===== config.mk =====
export PLATFORM = sky130hd
export DESIGN_NAME = gcel_ram
export DESIGN_NICKNAME = d
export VERILOG_FILES = /design/src/rtl/core/gcel_ram.sv
export SDC_FILE = /design/constraint.sdc
export NUM_CORES = 1
export LEC_CHECK = 0
export BUFFER_PORTS_ARGS = -buffer_cell sky130_fd_sc_hd__buf_2
export CORE_MARGIN = 3
export CORE_UTILIZATION = 50
export DETAILED_ROUTE_END_ITERATION = 10
export HOLD_SLACK_MARGIN = 0.12
export PLACE_DENSITY = 0.85
export SETUP_SLACK_MARGIN = 0.1
export SLEW_MARGIN = 10
export SYNTH_ARGS = -nofsm -noshare
export SYNTH_HDL_FRONTEND = slang
export SYNTH_SLANG_ARGS = --single-unit

===== constraint.sdc =====
create_clock -name clock -period 0.98 [get_ports clock]
set_input_delay 0.049 -clock clock [delete_from_list [all_inputs] [get_ports clock]]
set_output_delay 0.049 -clock clock [all_outputs]
set_load 0.005 [all_outputs]

===== src/rtl/core/gcel_ram.sv =====
`default_nettype none
// ----------------------------------------------------------------------------
// gcel_ram
// Generic single write port, single read port RAM with registered read data.
// ----------------------------------------------------------------------------
module gcel_ram #(
   parameter int WIDTH = 8,
   parameter int DEPTH = 2,
   localparam int AW = (DEPTH > 1) ? $clog2(DEPTH) : 1
) (
   input  wire logic             clock,
   input  wire logic             wr_en,
   input  wire logic [AW-1:0]    wr_addr,
   input  wire logic [WIDTH-1:0] wr_data,
   input  wire logic             rd_en,
   input  wire logic [AW-1:0]    rd_addr,
   output logic      [WIDTH-1:0] rd_data
);

   logic [WIDTH-1:0] mem_ff [DEPTH];
   logic [WIDTH-1:0] rd_data_ff;

   always_ff @(posedge clock) begin
      if (wr_en) begin
         mem_ff[wr_addr] <= wr_data;
      end
      if (rd_en) begin
         rd_data_ff <= mem_ff[rd_addr];
      end
   end

   assign rd_data = rd_data_ff;

endmodule
`default_nettype wire


==> out/metrics.yaml <==
pwr-share-clk_pct: 33.3
post_drt_via_cell_ratio: 4.85
drc: 0
clock-root-buffer: "clkbuf_4"
yosys_register_bits: 24
vias: 407
drt-pass1-iter-count: 2
grt_max_degree: 15
reg2reg_slack_ps: 60
core_area_mm2: 0.00156
crit_buf_inv: 0
hold_path_end: "mem_ff[0][7]$_DFFE_PP_"
grt.overflow.total: 0
r2r-start: "mem_ff[0][0]$_DFFE_PP_"
wl_per_cell_um: 13.1
synth_top_area_share_pct: 83.4
grt_usage_pct: 10.7
syn_area_um2: 865
post-cts-setup-buffers: 0
final_layout_size_suffix_gt1_share_pct: 48.5
fin_crit_sh_pct: 93.6
rr_endpoint: "rd_data[0]$_DFFE_PP_"
multi_input_area_um2: 133
fin_crit_ps: 917
intPower_mw: 1.73
die_h_um: 47.6
route.antenna.remaining_nets: 0
worstSetupStartpointType: "register"
regArea_um2: 721
gp_congestion: 0.675
reg2reg_depth: 1
powerDensity_mw_per_mm2: 1850
cp_top_family: "flip-flops"
fmax_mhz: 1090
clock_sinks: 24
clkTransAtPathRegs_ps: 130
dieWidth_um: 47.6
htreeDepth: 1
vdd_ir_drop_max_v: 0.00157
crit_slowest_cell: "edfxtp_1"
grt_pass1_wl_um: 1660
rsz0062_at_grt: "true"
tightest_slew_ps: 364
holdCritStartpoint: "wr_addr"
cts_tree: "built"
switching_share_pct: 17.1
yosysUniqueCellTypes: 5
drt_iter0_drc: 1
power.switching_mw: 0.355
ys_seq_area_share_pct: 83.4
ios: 21
routed-wl-met2_um: 530
final_max_slew_viol_count: 0
die_area_mm2: 0.00226
cp.arrival_ps: 990
outcome: "completed"
grt_pass1_vias: 389
ys_warn_count: 0
hp-class: "in -> reg"
clk_latency_ps: 300
crit_type: "reg -> reg"
skew_ps: 1.12
relSlewSlack_pct: 75.8
diodes: 0
post-route-util_pct: 72.1
finalSetupTns_ps: 0
syn_inst: 35
fin_nets: 82
synth_largest_area_cell: "edfxtp_1"
hold_violations: 0
port_buffers: 20
min_path_cells: 3
antenna_found_initial: 0
syn2layout_area_growth_pct: 30.0
routed.top_layer: "met3"
worst-path-max-fanout: 1
n_fill_cell: 88
power_leakage_nw: 0.448
wl_met3_um: 64
met1_length_um: 507
synth.area.top_cells: "edfxtp_1, mux2_4, buf_6"
clockBufferDepth: 2
rows: 14
cp-end-kind: "register"
path_cells: "mux2_4"
cp.depth: 1
max_stage_delay_ps: 410
required_ps: 1050
routed_wl_um: 1100
post_cts_resized: 0
setup_viol: 0
syn_nets: 48
numCtsBuffers: 3
cap_violations: 0
p_comb_share_pct: 7.8
pwr-share-seq_pct: 58.9
syn_area_per_cell_um2: 24.7
initial_core_util_pct: 55.5
-- how the worst max path moves through the flow --
stage,startpoint,to
after global routing,mem_ff[0][0]$_DFFE_PP_,rd_data[0]$_DFFE_PP_
after floorplan,mem_ff[0][0]$_DFFE_PP_,rd_data[0]$_DFFE_PP_
after global placement,mem_ff[0][3]$_DFFE_PP_,rd_data[3]$_DFFE_PP_
after detailed placement,mem_ff[0][0]$_DFFE_PP_,rd_data[0]$_DFFE_PP_
final,mem_ff[0][0]$_DFFE_PP_,rd_data[0]$_DFFE_PP_
after CTS,mem_ff[0][0]$_DFFE_PP_,rd_data[0]$_DFFE_PP_
-- final cells by class --
cell class | instances | area share [%]
sequential | 24 | 64.1
timing repair buffer | 30 | 17.6
multi-input combinational | 10 | 11.8
clock inverter | 1 | 2.67
clock buffer | 3 | 2.00
tap | 16 | 1.78
-- flip-flops by register name, summed over array words and instances (netlist names) --
name	count
mem_ff	16
rd_data	8
-- cell usage after synthesis --
library cell and number:
edfxtp_1 24, mux2_4 8, and2_1 1, buf_6 1, nor2b_1 1
-- repair_timing --
action / CTS / global route
endpoints found under the setup margin: 7 / 16
hold buffers: 9 / 0
hold endpoints to repair: 24 / 0
-- power by group through the flow --
stage / logic (mW) / registers [mW] / clock network [mW]
finish: 0.161 / 1.23 / 0.694
CTS: 0.163 / 1.23 / 0.691
floorplan: 0.0702 / 1.25 / 0
global route: 0.177 / 1.24 / 0.745
global placement: 0.131 / 1.25 / 0
detailed placement: 0.136 / 1.25 / 0
-- through the flow --
stage | hold slack (ps) | cell area (µm²) | total power [mW] | setup WS [ps] | instances
6_report | 193 | 1120 | 2.08 | 63.1 | 84
4_1_cts | 196 | 1120 | 2.08 | 57.4 | 84
2_1_floorplan | 148 | 865 | 1.32 | 130 | 35
3_5_place_dp | 241 | 981 | 1.39 | 70.8 | 71
5_1_grt | 196 | 1120 | 2.16 | 51.7 | 84
3_3_place_gp | 236 | 981 | 1.38 | 105 | 71
-- layout by cell type (no fill, tap or decap), drive strengths merged --
cell type / n
nor2b: 1
dlygate4sd3: 9
edfxtp: 24
buf: 21
bufinv: 1
mux2: 8
and2: 1
clkbuf: 3
-- kinds of logic after synthesis --
logic type	synth area share [%]
simple gates	1.45
buf+inv	1.30
mux	13.9
flops	83.4
-- per-layer routing --
| layer | GRT usage, % | vias to the layer above |
|---|---|---|
| met1 | 13.7 | 183 |
| met2 | 18.4 | 18 |
| met5 | 0 | - |
| met3 | 3.38 | 0 |
| met4 | 1.61 | 0 |
| li1 | - | 206 |
Note: power is estimated with default switching activity, not from simulation.
